===== src/hw/rtl/xor_checked_frame_decoder_assert.svh =====
// assertion macros shared by the frame decoder modules
`ifndef XOR_CHECKED_FRAME_DECODER_ASSERT_SVH
`define XOR_CHECKED_FRAME_DECODER_ASSERT_SVH

`ifndef ASSERT_OFF

// same-cycle implication, checked out of reset
`define XCFD_ASSERT_IMP(label_, clk_, rstn_, ante_, cons_) \
  label_: assert property (@(posedge clk_) disable iff (!rstn_) (ante_) |-> (cons_)) \
    else $error("xcfd assertion failed");

// next-cycle implication, checked out of reset
`define XCFD_ASSERT_NXT(label_, clk_, rstn_, ante_, cons_) \
  label_: assert property (@(posedge clk_) disable iff (!rstn_) (ante_) |=> (cons_)) \
    else $error("xcfd assertion failed");

`else

`define XCFD_ASSERT_IMP(label_, clk_, rstn_, ante_, cons_)
`define XCFD_ASSERT_NXT(label_, clk_, rstn_, ante_, cons_)

`endif

`endif


===== src/hw/rtl/xcfd_pkg.sv =====
package xcfd_pkg;

  localparam int unsigned ByteW   = 8;
  localparam int unsigned CmdW    = 16;
  localparam int unsigned PosW    = 9;
  localparam int unsigned CfgIdxW = 8;

  typedef logic [ByteW-1:0]   byte_t;
  typedef logic [CmdW-1:0]    cmd_t;
  typedef logic [PosW-1:0]    pos_t;
  typedef logic [CfgIdxW-1:0] cfg_idx_t;

  // configuration register indexes
  localparam cfg_idx_t CfgStartMarker = cfg_idx_t'(0);
  localparam cfg_idx_t CfgMaxPayload  = cfg_idx_t'(1);

  localparam byte_t StartMarkerRst = 8'hAA;
  localparam byte_t MaxPayloadRst  = 8'h40;

  // byte positions inside a frame
  localparam pos_t PosStart   = pos_t'(0);
  localparam pos_t PosLength  = pos_t'(1);
  localparam pos_t PosCmdHi   = pos_t'(2);
  localparam pos_t PosCmdLo   = pos_t'(3);
  localparam pos_t PosPayload = pos_t'(4);
  // highest position reachable: after the checksum of a maximum-length frame
  localparam pos_t PosMax     = pos_t'(4 + 255 + 1);

  typedef enum logic {
    KindPayload = 1'b0,
    KindStatus  = 1'b1
  } kind_e;

  typedef struct packed {
    byte_t start_marker;
    byte_t max_payload;
  } cfg_t;

  typedef struct packed {
    kind_e kind;
    cmd_t  command;
    byte_t payload_byte;
    byte_t byte_index;
    logic  bad_start;
    logic  bad_length;
    logic  bad_checksum;
    logic  frame_invalid;
  } res_t;

endpackage


===== src/hw/rtl/xcfd_parser.sv =====
`include "xor_checked_frame_decoder_assert.svh"

module xcfd_parser
  import xcfd_pkg::*;
(
  input  logic  clk_i,
  input  logic  rst_ni,
  input  logic  step_i,
  input  byte_t byte_i,
  input  logic  first_i,
  input  cfg_t  cfg_i,
  output logic  res_valid_o,
  output res_t  res_o
);

  pos_t       pos_q, pos_d;
  byte_t      xor_q, xor_d;
  byte_t      len_q, len_d;
  cmd_t       cmd_q, cmd_d;
  logic [1:0] err_q, err_d;

  pos_t pos_eff;
  pos_t pos_end;
  logic bad_sum;

  assign pos_eff = first_i ? PosStart : pos_q;
  assign pos_end = PosPayload + {1'b0, len_q};
  assign bad_sum = (xor_q != byte_i);

  always_comb begin
    pos_d       = pos_q;
    xor_d       = xor_q;
    len_d       = len_q;
    cmd_d       = cmd_q;
    err_d       = err_q;
    res_valid_o = 1'b0;
    res_o       = '0;
    res_o.kind  = KindPayload;
    if (pos_eff == PosStart) begin
      xor_d = byte_i;
      err_d = {1'b0, byte_i != cfg_i.start_marker};
      len_d = '0;
      cmd_d = '0;
      pos_d = PosLength;
    end else if (pos_eff == PosLength) begin
      len_d    = byte_i;
      err_d[1] = err_q[1] | (byte_i > cfg_i.max_payload);
      xor_d    = xor_q ^ byte_i;
      pos_d    = PosCmdHi;
    end else if (pos_eff == PosCmdHi) begin
      cmd_d = {byte_i, 8'h00};
      xor_d = xor_q ^ byte_i;
      pos_d = PosCmdLo;
    end else if (pos_eff == PosCmdLo) begin
      cmd_d = {cmd_q[CmdW-1:ByteW], byte_i};
      xor_d = xor_q ^ byte_i;
      pos_d = PosPayload;
    end else if (pos_eff < pos_end) begin
      xor_d              = xor_q ^ byte_i;
      pos_d              = pos_q + pos_t'(1);
      // oversized frames are swallowed up to their checksum
      res_valid_o        = !err_q[1];
      res_o.kind         = KindPayload;
      res_o.command      = cmd_q;
      res_o.payload_byte = byte_i;
      res_o.byte_index   = byte_t'(pos_q - PosPayload);
    end else if (pos_eff == pos_end) begin
      pos_d               = pos_end + pos_t'(1);
      res_valid_o         = 1'b1;
      res_o.kind          = KindStatus;
      res_o.command       = cmd_q;
      res_o.bad_start     = err_q[0];
      res_o.bad_length    = err_q[1];
      res_o.bad_checksum  = bad_sum;
      res_o.frame_invalid = err_q[0] | err_q[1] | bad_sum;
    end
  end

  always_ff @(posedge clk_i or negedge rst_ni) begin
    if (!rst_ni) begin
      pos_q <= '0;
      xor_q <= '0;
      len_q <= '0;
      cmd_q <= '0;
      err_q <= '0;
    end else if (step_i) begin
      pos_q <= pos_d;
      xor_q <= xor_d;
      len_q <= len_d;
      cmd_q <= cmd_d;
      err_q <= err_d;
    end
  end

  `XCFD_ASSERT_IMP(a_pos_bounded, clk_i, rst_ni, 1'b1, pos_q <= PosMax)
  `XCFD_ASSERT_NXT(a_payload_advances, clk_i, rst_ni,
                   step_i && !first_i && pos_q >= PosPayload && pos_q < pos_end,
                   pos_q == $past(pos_q) + pos_t'(1))

endmodule


===== src/hw/rtl/xor_checked_frame_decoder.sv =====
// channel   dir  handshake                     contents
// s_axis    in   s_axis_tvalid/s_axis_tready   received frame byte, first-byte flag
// m_axis    out  m_axis_tvalid/m_axis_tready   payload word or end-of-frame status
// cfg       in   cfg_valid_i/cfg_ready_o       register index and write data
//
// one byte per cycle sustained unless an output stall holds the input; a byte is registered
// at the input and its result is then registered in the output register
// the parser state advances once per byte through combinational xor/compare logic
// an output stall only holds the input when the waiting byte would make a result
// cfg_ready_o is always high; reset clears frame state and restores the registers
`include "xor_checked_frame_decoder_assert.svh"

module xor_checked_frame_decoder
  import xcfd_pkg::*;
(
  input  logic        clk_i,
  input  logic        rst_ni,
  input  logic        s_axis_tvalid,
  output logic        s_axis_tready,
  input  logic [7:0]  s_axis_tdata,  // [7:0] rx_byte
  input  logic        s_axis_tuser,  // [0] frame_first
  output logic        m_axis_tvalid,
  input  logic        m_axis_tready,
  // [15:0] command, [23:16] payload_byte, [31:24] byte_index, [32] bad_start,
  // [33] bad_length, [34] bad_checksum, [35] frame_invalid, [39:36] zero
  output logic [39:0] m_axis_tdata,
  output logic        m_axis_tuser,  // [0] kind
  input  logic        cfg_valid_i,
  output logic        cfg_ready_o,
  input  cfg_idx_t    cfg_index_i,
  input  byte_t       cfg_data_i
);

  cfg_t  cfg_q;
  logic  in_valid_q;
  byte_t in_byte_q;
  logic  in_first_q;
  logic  out_valid_q;
  res_t  res_q;

  logic  res_valid;
  res_t  res;
  logic  out_free;
  logic  proc;

  assign cfg_ready_o = 1'b1;

  always_ff @(posedge clk_i or negedge rst_ni) begin
    if (!rst_ni) begin
      cfg_q.start_marker <= StartMarkerRst;
      cfg_q.max_payload  <= MaxPayloadRst;
    end else if (cfg_valid_i) begin
      if (cfg_index_i == CfgStartMarker) begin
        cfg_q.start_marker <= cfg_data_i;
      end else if (cfg_index_i == CfgMaxPayload) begin
        cfg_q.max_payload <= cfg_data_i;
      end
    end
  end

  assign out_free      = !out_valid_q || m_axis_tready;
  assign proc          = in_valid_q && (!res_valid || out_free);
  assign s_axis_tready = !in_valid_q || proc;

  always_ff @(posedge clk_i or negedge rst_ni) begin
    if (!rst_ni) begin
      in_valid_q <= 1'b0;
    end else if (s_axis_tready) begin
      in_valid_q <= s_axis_tvalid;
    end
  end

  always_ff @(posedge clk_i) begin
    if (s_axis_tvalid && s_axis_tready) begin
      in_byte_q  <= s_axis_tdata;
      in_first_q <= s_axis_tuser;
    end
  end

  xcfd_parser u_parser (
    .clk_i       (clk_i),
    .rst_ni      (rst_ni),
    .step_i      (proc),
    .byte_i      (in_byte_q),
    .first_i     (in_first_q),
    .cfg_i       (cfg_q),
    .res_valid_o (res_valid),
    .res_o       (res)
  );

  always_ff @(posedge clk_i or negedge rst_ni) begin
    if (!rst_ni) begin
      out_valid_q <= 1'b0;
    end else if (proc && res_valid) begin
      out_valid_q <= 1'b1;
    end else if (m_axis_tready) begin
      out_valid_q <= 1'b0;
    end
  end

  always_ff @(posedge clk_i) begin
    if (proc && res_valid) begin
      res_q <= res;
    end
  end

  assign m_axis_tvalid = out_valid_q;
  assign m_axis_tuser  = res_q.kind;
  assign m_axis_tdata  = {4'b0000, res_q.frame_invalid, res_q.bad_checksum,
                          res_q.bad_length, res_q.bad_start, res_q.byte_index,
                          res_q.payload_byte, res_q.command};

  // the input side only waits on a full, stalled output word
  `XCFD_ASSERT_IMP(a_in_stall_cause, clk_i, rst_ni,
                   in_valid_q && !s_axis_tready, out_valid_q && !m_axis_tready)
  `XCFD_ASSERT_IMP(a_status_or, clk_i, rst_ni, out_valid_q && res_q.kind == KindStatus,
                   res_q.frame_invalid ==
                   (res_q.bad_start | res_q.bad_length | res_q.bad_checksum))
  `XCFD_ASSERT_IMP(a_payload_clean, clk_i, rst_ni, out_valid_q && res_q.kind == KindPayload,
                   !res_q.bad_start && !res_q.bad_length && !res_q.bad_checksum &&
                   !res_q.frame_invalid)

endmodule

===== config.mk =====
export PLATFORM = sky130hd
export DESIGN_NAME = xor_checked_frame_decoder
export DESIGN_NICKNAME = d
export VERILOG_FILES = /design/src/hw/rtl/xcfd_pkg.sv /design/src/hw/rtl/xcfd_parser.sv /design/src/hw/rtl/xor_checked_frame_decoder.sv
export VERILOG_INCLUDE_DIRS = /design/src /design/src/hw/rtl
export SDC_FILE = /design/constraint.sdc
export NUM_CORES = 1
export LEC_CHECK = 0
export ABC_AREA = 1
export BUFFER_PORTS_ARGS = -buffer_cell sky130_fd_sc_hd__clkbuf_2
export CAP_MARGIN = 25
export CORE_MARGIN = 5
export CORE_UTILIZATION = 45
export DETAILED_ROUTE_END_ITERATION = 16
export HOLD_SLACK_MARGIN = 0.08
export MAX_ROUTING_LAYER = met4
export PLACE_DENSITY_LB_ADDON = 0.08
export SYNTH_ARGS = -nofsm -noshare
export SYNTH_HDL_FRONTEND = slang
export SYNTH_SLANG_ARGS = --single-unit

===== constraint.sdc =====
create_clock -name clk_i -period 8.8 [get_ports clk_i]
set_clock_uncertainty 0.05 [all_clocks]
set_input_delay 1.76 -clock clk_i [delete_from_list [all_inputs] [get_ports clk_i]]
set_output_delay 1.76 -clock clk_i [all_outputs]
set_load 0.01 [all_outputs]

Word level (Yosys, flattened, before mapping)
Index checks and enable logic that the tools add are counted.
Widths: inputs -> output; s select.
- word-level logic and storage cells: 102
- register bits after elaboration: 107
- output and inout port bits: 44
- input port bits: 30
- $add $sub $neg: 4
- equal/unequal tests: 8
- reduce and logical (&&, ||, !) cells: 30
- multiplexer cells: 30
- bitwise gates (word level): 7
- order comparisons: 2
- operators with widths (kind ; count):
    $mux 16 ; 4
    $mux 8 ; 8
    $mux 9 ; 7
    $add 9x1->9 const B ; 2
    $eq 9x2->1 const B ; 2
    $mux 17 ; 1
    $ne 8x8->1 ; 2
    $mux 1 ; 10
    $reduce_and 2->1 ; 5
    $reduce_or 5->1 ; 2
    $add 3x8->9 const A ; 1
    $eq 9x1->1 const B ; 1
    $eq 9x9->1 ; 1
    $logic_not 9->1 ; 1
    $lt 9x9->1 ; 1
    $reduce_and 3->1 ; 3
    $eq 8x1->1 const B ; 1
    $gt 8x8->1 ; 1
    $logic_not 8->1 ; 1
    $sub 8x3->8 const B ; 1
    $xor 8x8->8 ; 1
    $reduce_bool 2->1 ; 3
    $reduce_bool 6->1 ; 1
    $reduce_or 6->1 ; 1
    9 further kinds ; 20

Depth between registers and ports, before layout
Gate-level depths: netlist of the first run.
- depth in word-level cells: 13
- gate-level depth with buffers: 22
- depth with buffers taken out: 21

By module
A second synthesis of the first run with hierarchy kept.
- cells, all modules: 633
- area, all modules: 5713.0 um^2
- modules (own cells, without submodules) (module ; area each (um^2) ; instances ; cells each):
    xcfd_parser ; 3378.2 ; 1 ; 480
    xor_checked_frame_decoder ; 2334.7 ; 1 ; 153

Worst setup path after synthesis of the first run
No wires, ideal clock.
- path type: input to output
- start point: in m_axis_tready
- end point: out s_axis_tready
- buffers on the path: 0
- stages on the path: 2
- path slack: 4.802 ns
- arrival: 2.188 ns
- data required time: 6.990 ns
- cell sequence: nor2_1 nand3_1
- cells in the longest elaborated chain, start to end: 4
- RTL lines (what ; RTL line ; text):
    start, declared ; xor_checked_frame_decoder.sv:23 ; input logic m_axis_tready,
    $logic_or 1x1->1 ; xor_checked_frame_decoder.sv:61 ; assign out_free = !out_valid_q || m_axis_tready;
    $logic_or 1x1->1 ; xor_checked_frame_decoder.sv:62 ; assign proc = in_valid_q && (!res_valid || out_free);
    $logic_and 1x1->1 ; xor_checked_frame_decoder.sv:62 ;
    $logic_or 1x1->1 ; xor_checked_frame_decoder.sv:63 ; assign s_axis_tready = !in_valid_q || proc;
    end, declared ; xor_checked_frame_decoder.sv:19 ; output logic s_axis_tready,
No other way between the ends.

Worst setup path in the final report of the first run
- start point: reg u_parser.len_q[2]
- end point: out s_axis_tready
- cells in the longest elaborated chain, start to end: 12
- RTL lines (what ; RTL line ; text):
    start, declared ; xcfd_parser.sv:18 ; byte_t len_q, len_d;
    start signal, assigned ; xcfd_parser.sv:89 ; len_q <= len_d;
    $add 3x8->9 * ; xcfd_parser.sv:27 ; assign pos_end = PosPayload + {1'b0, len_q};
    branches (longest 2 deep; another with $lt 9x9->1) ; -- ;
    $mux 1 * ; xcfd_parser.sv:58 ; end else if (pos_eff < pos_end) begin
    $mux 1 * ; xcfd_parser.sv:54 ; end else if (pos_eff == PosCmdLo) begin
    $mux 1 * ; xcfd_parser.sv:50 ; end else if (pos_eff == PosCmdHi) begin
    $mux 1 * ; xcfd_parser.sv:45 ; end else if (pos_eff == PosLength) begin
    $mux 1 * ; xcfd_parser.sv:39 ; if (pos_eff == PosStart) begin
    $logic_not 1->1 * ; xor_checked_frame_decoder.sv:62 ;
    $logic_or 1x1->1 * ; xor_checked_frame_decoder.sv:62 ;
    $logic_and 1x1->1 * ; xor_checked_frame_decoder.sv:62 ;
    $logic_or 1x1->1 * ; xor_checked_frame_decoder.sv:63 ;
Mark *: on every way between the ends.

==> results of run 1 <==
-- layout make-up --
class	count	area [sq um]	area share, %
clock buffer	10	229	3.58
sequential	107	2910	45.5
inverter	100	375	5.87
tap	168	210	3.29
multi-input combinational	404	2230	34.8
clock inverter	6	88.8	1.39
timing repair buffer	70	355	5.55
-- power by group --
group	total [mW]	switching [mW]	leakage, nW	internal (mW)
combinational	0.751	0.525	1.57	0.226
clock	0.440	0.189	0.156	0.251
sequential	0.741	0.0734	1.23	0.668
-- sequential cells by signal (all words and copies together) (netlist names) --
name	flops
m_axis_tvalid	1
cfg_q	16
m_axis_tdata	36
in_first_q	1
in_valid_q	1
m_axis_tuser	1
in_byte_q	8
u_parser.pos_q	9
u_parser.cmd_q	16
u_parser.xor_q	8
u_parser.len_q	8
u_parser.err_q	2
-- logic make-up (layout without fill, tap and decap cells) --
logic type / after synthesis / count (layout) / share of synthesized area (%)
and+or+nand+nor: 275 / 275 / 23.6
buffers and inverters: 118 / 186 / 8.75
DFF: 107 / 107 / 51.8
AOI/OAI and AO/OA: 86 / 86 / 8.50
adders and majority gates: 19 / 19 / 4.23
xor gates and xnor gates: 19 / 19 / 2.96
other: 2 / 5 / 0.134
-- layer usage --
layer  up-vias  wire, um
met5         -         0
met4         0       288
met3        19       607
met2        91      5850
met1      1987      6380
li1       2169         -
-- through the flow --
step / worst slack, ps / hold slack (ps) / std cells / utilization, %
floorplan: 4800 / 403 / 629 / -
global placement: 4540 / 423 / 849 / 50.2
detailed placement: 4480 / 424 / 849 / 50.2
CTS: 4070 / 443 / 865 / 52.8
global route: 3750 / 463 / 865 / 52.8
finish: 4090 / 436 / 865 / 52.8
-- layout by cell type, fill, tap and decap left out, types with 5 or more instances in the layout --
master	synthesis	final
nand2_1	120	120
inv_1	92	92
clkbuf_2	0	68
dfrtp_1	56	56
nor2_1	50	50
nand3_1	48	48
edfxtp_1	46	46
o21ai_0	35	35
o21ai_1	32	32
ha_1	19	19
nor3_1	18	18
xor2_1	11	11
a21oi_1	11	11
clkbuf_16	0	9
xnor2_1	8	8
nand4_1	6	6
inv_2	5	5
conb_1	2	5
dfstp_2	5	5
-- path summary, 6_finish.rpt --
| kind | from | endpoint | cells past startpoint |
|---|---|---|---|
| worst max-delay path | u_parser.len_q[2] | s_axis_tready | 13 |
| worst min-delay path | cfg_q[1] | cfg_q[1] | 2 |
| worst max register to register | u_parser.len_q[2] | m_axis_tdata[3] | 15 |
| worst min register to register | cfg_q[1] | cfg_q[1] | 2 |
| max in group asynchronous | rst_ni | u_parser.cmd_q[3] | 2 |
| min in group asynchronous | rst_ni | cfg_q[3] | 2 |
-- worst register-to-register path: stages, from the launching register on --
cell     delay, ps
dfrtp_1        440
ha_1           230
nand3_1        100
nor2_1         100
inv_1           60
nor2_1          80
inv_1           70
ha_1           300
a21oi_2        460
nand2_4        210
nand3_4        150
nand2_4         80
a21oi_1        290
nand2_1        120
inv_1          270
buf_4          450
==> impl_results.md, run 1 <==
* Buffers & Inverters on Critical Path at 3
* Required time of the critical path at 6990 ps
* Slowest CP cell: a21oi_2
* Clk slew on worst S/H paths at about 70 ps
* Initial Utilization at between 40% and 50%
* Die ar. at between 10000 and 15000 sq um
* Chip height at approximately 120 um
* CP arrival at between 2000 and 3000 ps
* Worst hold path type: reg2reg
* Leakage at a little under 3 nW
* Post-synth EDFFs at 46
* CTS tree: built
* Gr busiest metal: met2
* Max Slew Vio Count at 0
* Antenna-violating nets left at 0
* Clock buffer count from CTS at 9
* Sequential fraction of the synthesis area at about 52%
* #FFs+latches synth at ~110
* Wirelength, routed at around 13000 um
* Avg WL per Cell at around 15 um
* GR Layer Usage met3 at under 10%
* Clk Latency, worst-skew pair at roughly 360 ps
* # IOs at 74
* Share of layout cells above drive strength 1 at 17.6%
* H-Tree Level Count at 3
* Initial antenna violation count at 0
* Design area at about 6400 sq um
* CP top delay family: simple AND/OR/NAND/NOR gates
* Distinct cells, synth at between 40 and 50
* Mapped cell area at approximately 5600 sq um
* RSZ-0062 raised after global routing: no
* Root buffer selected by CTS: clkbuf_16
* Max VDD drop at between 0.1 and 0.15 mV
* Vias at approximately 4300
* Sink Count at between 100 and 150
* Largest net degree at the start of global routing at 62
* Final HPWL DP at 9600 um
* Outcome: finished, final reports clean
* Area leader, netlist: dfrtp_1
* Clock Path Buffers at 2
* Overall Global Routing Usage at between 10% and 20%
* Layout fillers at roughly 1200
* Global route overflow at 0
* Die width at approximately 120 um
* Vias per inst at about 4.9
* Setup repair bufs after CTS at 0
* Mapped Cells at ~630
* Startpoint class of the critical path: flop
* 1st-pass router iterations at 4
* Final Setup Violations at 0
* Synth top area share at 24.9%
* Avg Cell Area, Syn at 8.98 sq um
* Crit path capture type: primary output
* Flop-to-flop setup slack at 4980 ps
* Layout area overhead at 13.8%
* Max frequency at approximately 210 MHz
* Crit path max fanout at 13
* Final worst path period share at approximately 54%
* Starting DRT DRC Count at just under 300
* Synth area leaders: dfrtp_1 25%, edfxtp_1 25%, nand2_1 8.0%
* Max cap viols at 0
* Worst-path cell chain: ha_1 -> nand3_1 -> nor2_1 -> inv_1 -> nor2_1 -> inv_1 -> ha_1 -> a21oi_2 -> nand2_4 -> nand3_4 -> nand2_4 -> nand3_1 -> clkbuf_2
* Vias in the first global route at between 4000 and 5000
* Power per cell area at a little over 300 nW/um^2
* Most frequent cells after synthesis: 120 x nand2_1, 92 x inv_1, 56 x dfrtp_1, 50 x nor2_1, 48 x nand3_1
* Core area at roughly 12000 sq um
* Fin. Hold Viols at 0
* Tot Pwr at 1.93 mW
* Cts-stage hold buffer count at 0
* # rows at 40
* PostCTS Resize Cnt at 0
* Fin Setup TNS at 0 ps
* Gpl congestion at about 0.9
* Met2 Track Usage GR at 28.2%
* Final min period at approximately 4700 ps
* Yosys warning total at 0
* # diodes at 0
* Port Buffers at 68
* Critical path class: reg2out
* Met1 usage at between 20 and 30%
* Worst-Margin Slew at 810 ps
* Nets at ~740
* Main synth FF type: dfrtp_1
* DRC at 0
* Dpl cell area at approximately 6100 sq um
* Synth async-reset ratio at between 50% and 60%
* Top-count cell post-synth: nand2_1
* Rel. slew slack at a little under half
* Crit-path max cell delay at about 460 ps
* First-pass GRT wire length at around 21000 um
(Power assumes the default switching activity.)
==> run 2, diff against run 1 <==
--- a/config.mk
+++ b/config.mk
@@ -6,7 +6,7 @@
 export SDC_FILE = /design/constraint.sdc
 export NUM_CORES = 1
 export LEC_CHECK = 0
-export ABC_AREA = 1
+export ABC_AREA = 0
 export BUFFER_PORTS_ARGS = -buffer_cell sky130_fd_sc_hd__clkbuf_2
 export CAP_MARGIN = 25
 export CORE_MARGIN = 5
==> constraint.sdc (replaced) <==
create_clock -name clk_i -period 4.9 [get_ports clk_i]
set_clock_uncertainty 0.05 [all_clocks]
set_input_delay 0.98 -clock clk_i [delete_from_list [all_inputs] [get_ports clk_i]]
set_output_delay 0.98 -clock clk_i [all_outputs]
set_load 0.01 [all_outputs]
==> impl_results.md, run 2 <==
* Outcome: finished, final reports clean
* Starting DRT DRC Count at between 200 and 300
* # rows at a little over 40
* Mapped Cells at 539
* Largest net degree at the start of global routing at 34
* First-pass GRT wire length at approximately 23000 um
* Fin Setup TNS at 0 ps
* RSZ-0062 raised after global routing: no
* Vias in the first global route at a little over 4000
* Worst setup path startpoint: u_parser.len_q[2]
* Buffers & Inverters on Critical Path at 0
* Max Slew Vio Count at 0
* Startpoint class of the critical path: flop
* Core area at about 13000 sq um
* Die width at around 120 um
* Main synth FF type: dfrtp_1
* Yosys warning total at 0
* Highest metal used: met4
* # diodes at 0
* Detail Route met2 WL at 6550 um
* Reg area at about 2900 sq um
* CP arrival at approximately 4600 ps
* Setup repair bufs after CTS at 0
* Power per cell area at 413 nW/um^2
* Worst-Margin Slew at around 980 ps
* Clock Path Buffers at 2
* Synth async-reset ratio at 57.0%
* Max reg flops at 36
* Clock buffer count from CTS at 9
* Global route overflow at 0
* Crit-path max cell delay at a little under 500 ps
* Fin. Hold Viols at 0
* Final Setup Violations at 0
* Initial antenna violation count at 0
* Met1 Wirelength at between 6000 and 7000 um
* Crit path capture type: flop
* Final min period at between 4000 and 5000 ps
* Avg Cell Area, Syn at roughly 11 sq um
* Leakage at 2.68 nW
* Top-count cell post-synth: dfrtp_1
* Initial Utilization at 46.0%
* Worst-path cell chain: ha_1 -> nand3_1 -> xor2_1 -> ha_1 -> o21ai_0 -> a21oi_1 -> o31ai_4 -> nor2_2 -> nand2_1 -> o21ai_0 -> ha_1 -> nand3b_1 -> nor3b_1 -> nand3b_1 -> a31o_2 -> o22ai_1 -> a32o_1
* Antenna-violating nets left at 0
* Max VDD drop at around 0.21 mV
* Switch Pwr at between 0.9 and 1 mW
* Max cap viols at 0
* Detail Route met3 WL at approximately 730 um
* Mapped cell area at about 5800 sq um
* Vias at 4257
* Most frequent cells in the layout: 68 x clkbuf_2, 56 x dfrtp_1, 46 x edfxtp_1
* Multi-input logic area at approximately 2600 sq um
* # IOs at 74
* Final HPWL DP at roughly 10000 um
* Cts-stage hold buffer count at 0
* Share of layout cells above drive strength 1 at 22.6%
* Critical path class: reg2reg
* Post-synth EDFFs at 46
* Gpl congestion at between 0.9 and 1
* CTS tree: built
* Sw frac at 36.1%
* Hold_sp: u_parser.cmd_q[11]
* DRC at 0
* #FFs+latches synth at 107
* PostCTS Resize Cnt at 0
* Most common cell after layout, fill and taps aside: clkbuf_2
* Rel. slew slack at between 30% and 40%
* Synth top area share at between 20% and 30%
* 1st-pass router iterations at 5
* Layout area overhead at 13.2%
* CP top delay family: simple AND/OR/NAND/NOR gates
* Clk Latency, worst-skew pair at 360 ps
* Chip height at 124 um
* Layout fillers at 1163
* Synth area leaders: dfrtp_1 24%, edfxtp_1 24%, ha_1 4.1%
* Required time of the critical path at 5150 ps
* Part of the power in combinational logic at just under 30%
* Port Buffers at 68
* Vias per inst at 5.50
* Reg-to-Reg Start: u_parser.len_q[2]
* Sink Count at 107
* Final worst path period share at approximately nine tenths
* Sequential Power Share at between 40% and 50%
* Worst path most repeated cell: ha_1
* Area leader, netlist: dfrtp_1
* H-Tree Level Count at 3
* Sequential fraction of the synthesis area at 50.2%
* Avg WL per Cell at 18.5 um
* Die ar. at ~15000 sq um
* Wirelength, routed at between 10000 and 15000 um
* Distinct cells, synth at 77
* Overall Global Routing Usage at between 20% and 30%
* Clk slew on worst S/H paths at 90 ps
* WHS at between 400 and 500 ps
* Root buffer selected by CTS: clkbuf_16
* Part of the power in the clock network at between 20 and 30%
* Nets at between 600 and 700
* Most frequent cells after synthesis: 56 x dfrtp_1, 46 x edfxtp_1, 43 x nand2_1
* Max frequency at 228 MHz
* Crit path max fanout at 13
* Internal power at 1.74 mW
* Slowest CP cell: dfrtp_1
* Worst hold path type: reg2reg
-- run 2: cell types whose count changed after synthesis, sizes merged, moves of 25 or more --
cell and change:
nand2 -85, inv -65, o21ai -34, nand3 -29, and2 +25, nor2 -25
-- run 2: final timing paths --
path	end	slack [ps]	depth (start not counted)
setup / recovery	u_parser.pos_q[8]	510	17
hold / removal	u_parser.cmd_q[11]	430	2
setup reg to reg	u_parser.pos_q[8]	510	17
hold reg to reg	u_parser.cmd_q[11]	430	2
max in group asynchronous	u_parser.pos_q[6]	3210	2
min in group asynchronous	cfg_q[14]	660	1
-- run 2: worst reg2reg max path: cells and delay by family (launching register included) --
kind | cells | cell delay, ps
flops | 1 | 490
xor+xnor | 1 | 210
compound gates | 7 | 1260
simple gates | 6 | 1390
fa+ha+maj | 3 | 930
-- run 2: metal layers --
layer | track usage (%) | up-vias
met5 | - | -
met2 | 29.5 | 125
met3 | 3.00 | 27
met1 | 28.4 | 2047
li1 | - | 2058
met4 | 8.03 | 0
-- run 2: logic make-up (layout without fill, tap and decap cells) --
| family | Yosys count | in the layout | share of synthesized area [%] |
|---|---|---|---|
| buf+inv | 64 | 124 | 5.13 |
| fa+ha+maj | 19 | 19 | 4.09 |
| mux | 17 | 17 | 3.28 |
| other cells | 2 | 5 | 0.129 |
| simple gates | 181 | 181 | 16.3 |
| xor+xnor | 28 | 28 | 4.91 |
| flops | 107 | 107 | 50.2 |
| compound gates | 121 | 121 | 15.9 |
-- run 2: power by group through the flow --
stage	logic (mW)	registers [mW]	clock network, mW
after CTS	0.792	1.18	0.759
final	0.794	1.18	0.742
after floorplan	0.600	1.16	0
after global placement	0.788	1.20	0
after global routing	0.875	1.20	0.788
after detailed placement	0.786	1.20	0
-- run 2: per-stage QoR --
stage / total power [mW] / utilization, % / setup WS, ps / cells / cell area, sq um
finish: 2.72 / 52.1 / 513 / 774 / 6580
global route: 2.87 / 52.1 / 49.5 / 774 / 6580
detailed placement: 1.99 / 49.7 / 576 / 758 / 6280
CTS: 2.73 / 52.1 / 542 / 774 / 6580
global placement: 1.99 / 49.7 / 617 / 758 / 6280
floorplan: 1.76 / - / 280 / 542 / 5820
-- run 2: layout make-up --
type	instances	area share, %
clock buffers	9	3.43
clock inverters	7	1.12
inverters	32	1.83
multi-input cells	371	39.8
flip-flops and latches	107	44.3
well taps	172	3.27
repair buffers	76	6.28
==> run 3, diff against run 2 <==
--- a/config.mk
+++ b/config.mk
@@ -6,12 +6,13 @@
 export SDC_FILE = /design/constraint.sdc
 export NUM_CORES = 1
 export LEC_CHECK = 0
-export ABC_AREA = 0
+export ABC_AREA = 1
 export BUFFER_PORTS_ARGS = -buffer_cell sky130_fd_sc_hd__clkbuf_2
 export CAP_MARGIN = 25
 export CORE_MARGIN = 5
 export CORE_UTILIZATION = 45
 export DETAILED_ROUTE_END_ITERATION = 16
+export GPL_TIMING_DRIVEN = 0
 export HOLD_SLACK_MARGIN = 0.08
 export MAX_ROUTING_LAYER = met4
 export PLACE_DENSITY_LB_ADDON = 0.08
==> impl_results.md, run 3 (same netlist as run 1, synthesis figures left out) <==
* Outcome: finished, final reports clean
* Slowest CP cell: a21oi_2
* Worst hold path type: reg2reg
* Die width at 122 um
* Layout fillers at ~1200
* Core area at approximately 12000 sq um
* Initial antenna violation count at 0
* Fin Setup TNS at 0 ps
* Cts-stage hold buffer count at 0
* Final min period at 3970 ps
* DRC at 0
* Utilization after layout at a little over half
* Clock Path Buffers at 2
* Crit path max fanout at 10
* Worst-Margin Slew at 888 ps
* First-pass GRT wire length at 21600 um
* Gpl congestion at between 0.8 and 0.9
* Leakage at between 3 and 4 nW
* Fin. Hold Viols at 0
* Die ar. at 14800 sq um
* Worst-path cell chain: ha_1 -> nand3_1 -> nor2_1 -> inv_1 -> nor2_1 -> inv_1 -> ha_1 -> a21oi_2 -> nand2_4 -> nand3_4 -> nand2_4 -> nand3_1 -> clkbuf_2
* Vias per inst at 4.97
* Clock buffer count from CTS at 9
* Max Slew Vio Count at 0
* Vias in the first global route at around 4300
* Reg area at ~2900 sq um
* Sink Count at between 100 and 150
* Port Buffers at just under 70
* Global route overflow at 0
* Max reg flops at 36
* Share of layout cells above drive strength 1 at 18.7%
* Final Setup Violations at 0
* Critical path class: reg2out
* Antenna-violating nets left at 0
* Largest net degree at the start of global routing at 62
* Most frequent cells in the layout: 120 x nand2_1, 91 x inv_1, 67 x clkbuf_2
* CTS tree: built
* Initial Utilization at roughly 46%
* Max VDD drop at 0.220 mV
* Wirelength, routed at 13100 um
* Final HPWL DP at ~9700 um
* Power per cell area at 534 nW/um^2
* Max cap viols at 0
* Max frequency at between 200 and 300 MHz
* # rows at 40
* Crit-path max cell delay at between 500 and 600 ps
* Multi-input logic area at 2230 sq um
* # IOs at 74
* Avg WL per Cell at about 15 um
* Crit path capture type: primary output
* Starting DRT DRC Count at 327
* Vias at 4379
* Overall Global Routing Usage at around a fifth
* Required time of the critical path at 3870 ps
* Rel. slew slack at between 40% and 50%
* Layout area overhead at 15.2%
* # diodes at 0
* 1st-pass router iterations at 4
* H-Tree Level Count at 3
* PostCTS Resize Cnt at 0
* Most common cell after layout, fill and taps aside: nand2_1
* Startpoint class of the critical path: flop
* Nets at about 760
* RSZ-0062 raised after global routing: no
* Setup repair bufs after CTS at 0
* Clk Latency, worst-skew pair at between 300 and 400 ps
* Final worst path period share at around 81%
* Chip height at 122 um
* Root buffer selected by CTS: clkbuf_16
* Clk slew on worst S/H paths at approximately 70 ps
* CP arrival at between 2000 and 3000 ps
-- run 3: cell types whose count changed in the layout (fill, tap and decap cells not counted), sizes merged, moves of 8 or more --
cell   previous run  this run
nand3            24        53
o21ai            34        68
mux2             16         0
and2             26         1
xor2              3        11
a21o              9         0
inv              36        98
nor2             33        58
xnor2            24         8
nand2            43       128
a22o              8         0
-- run 3: where the power goes --
group          internal, mW  switching, mW  total [mW]
Clock                 0.396          0.332       0.728
Combinational         0.441          0.966        1.41
Sequential             1.20          0.124        1.33
-- run 3: stage by stage --
step	total power [mW]	area, sq um	worst slack, ps	instances	hold WS (ps)
finish	3.46	6480	931	881	450
CTS	3.47	6480	912	881	450
detailed placement	2.73	6180	1160	865	434
floorplan	2.33	5630	1540	629	403
global placement	2.70	6180	687	865	422
global route	3.72	6480	678	881	471
-- run 3: cell type report --
type / count / share of cell area, %
flip-flops and latches: 107 / 45.0
multi-input cells: 404 / 34.4
inverters: 100 / 5.79
repair buffers: 68 / 5.29
clock buffers: 9 / 3.48
well taps: 168 / 3.25
plain buffers: 18 / 1.80
clock inverters: 7 / 1.04
-- run 3: routing by layer --
metal / track usage (%) / routed length [um] / vias up
li1: - / - / 2188
met1: 26.3 / 6360 / 2082
met2: 29.4 / 6000 / 93
met3: 3.76 / 531 / 16
met4: 6.02 / 181 / 0
met5: - / 0 / -
-- run 3: path summary, 6_finish.rpt --
path                       cells after the start         startpoint                  to  slack [ps]
min in group asynchronous                      1             rst_ni           cfg_q[12]         720
max                                           13  u_parser.len_q[2]       s_axis_tready         930
min                                            2          cfg_q[13]           cfg_q[13]         450
max reg2reg                                   14  u_parser.len_q[2]     m_axis_tdata[2]        1130
max in group asynchronous                      1             rst_ni  u_parser.cmd_q[10]        3510
min reg2reg                                    2          cfg_q[13]           cfg_q[13]         450
-- run 3: critical path: cells and delay by family (launching register included) --
| kind | cells | cell delay, ps |
|---|---|---|
| flip-flops | 1 | 450 |
| AO/OA/AOI/OAI | 1 | 510 |
| adder cells (fa/ha/maj) | 2 | 530 |
| AND/OR/NAND/NOR | 7 | 800 |
| buffers and inverters | 3 | 280 |
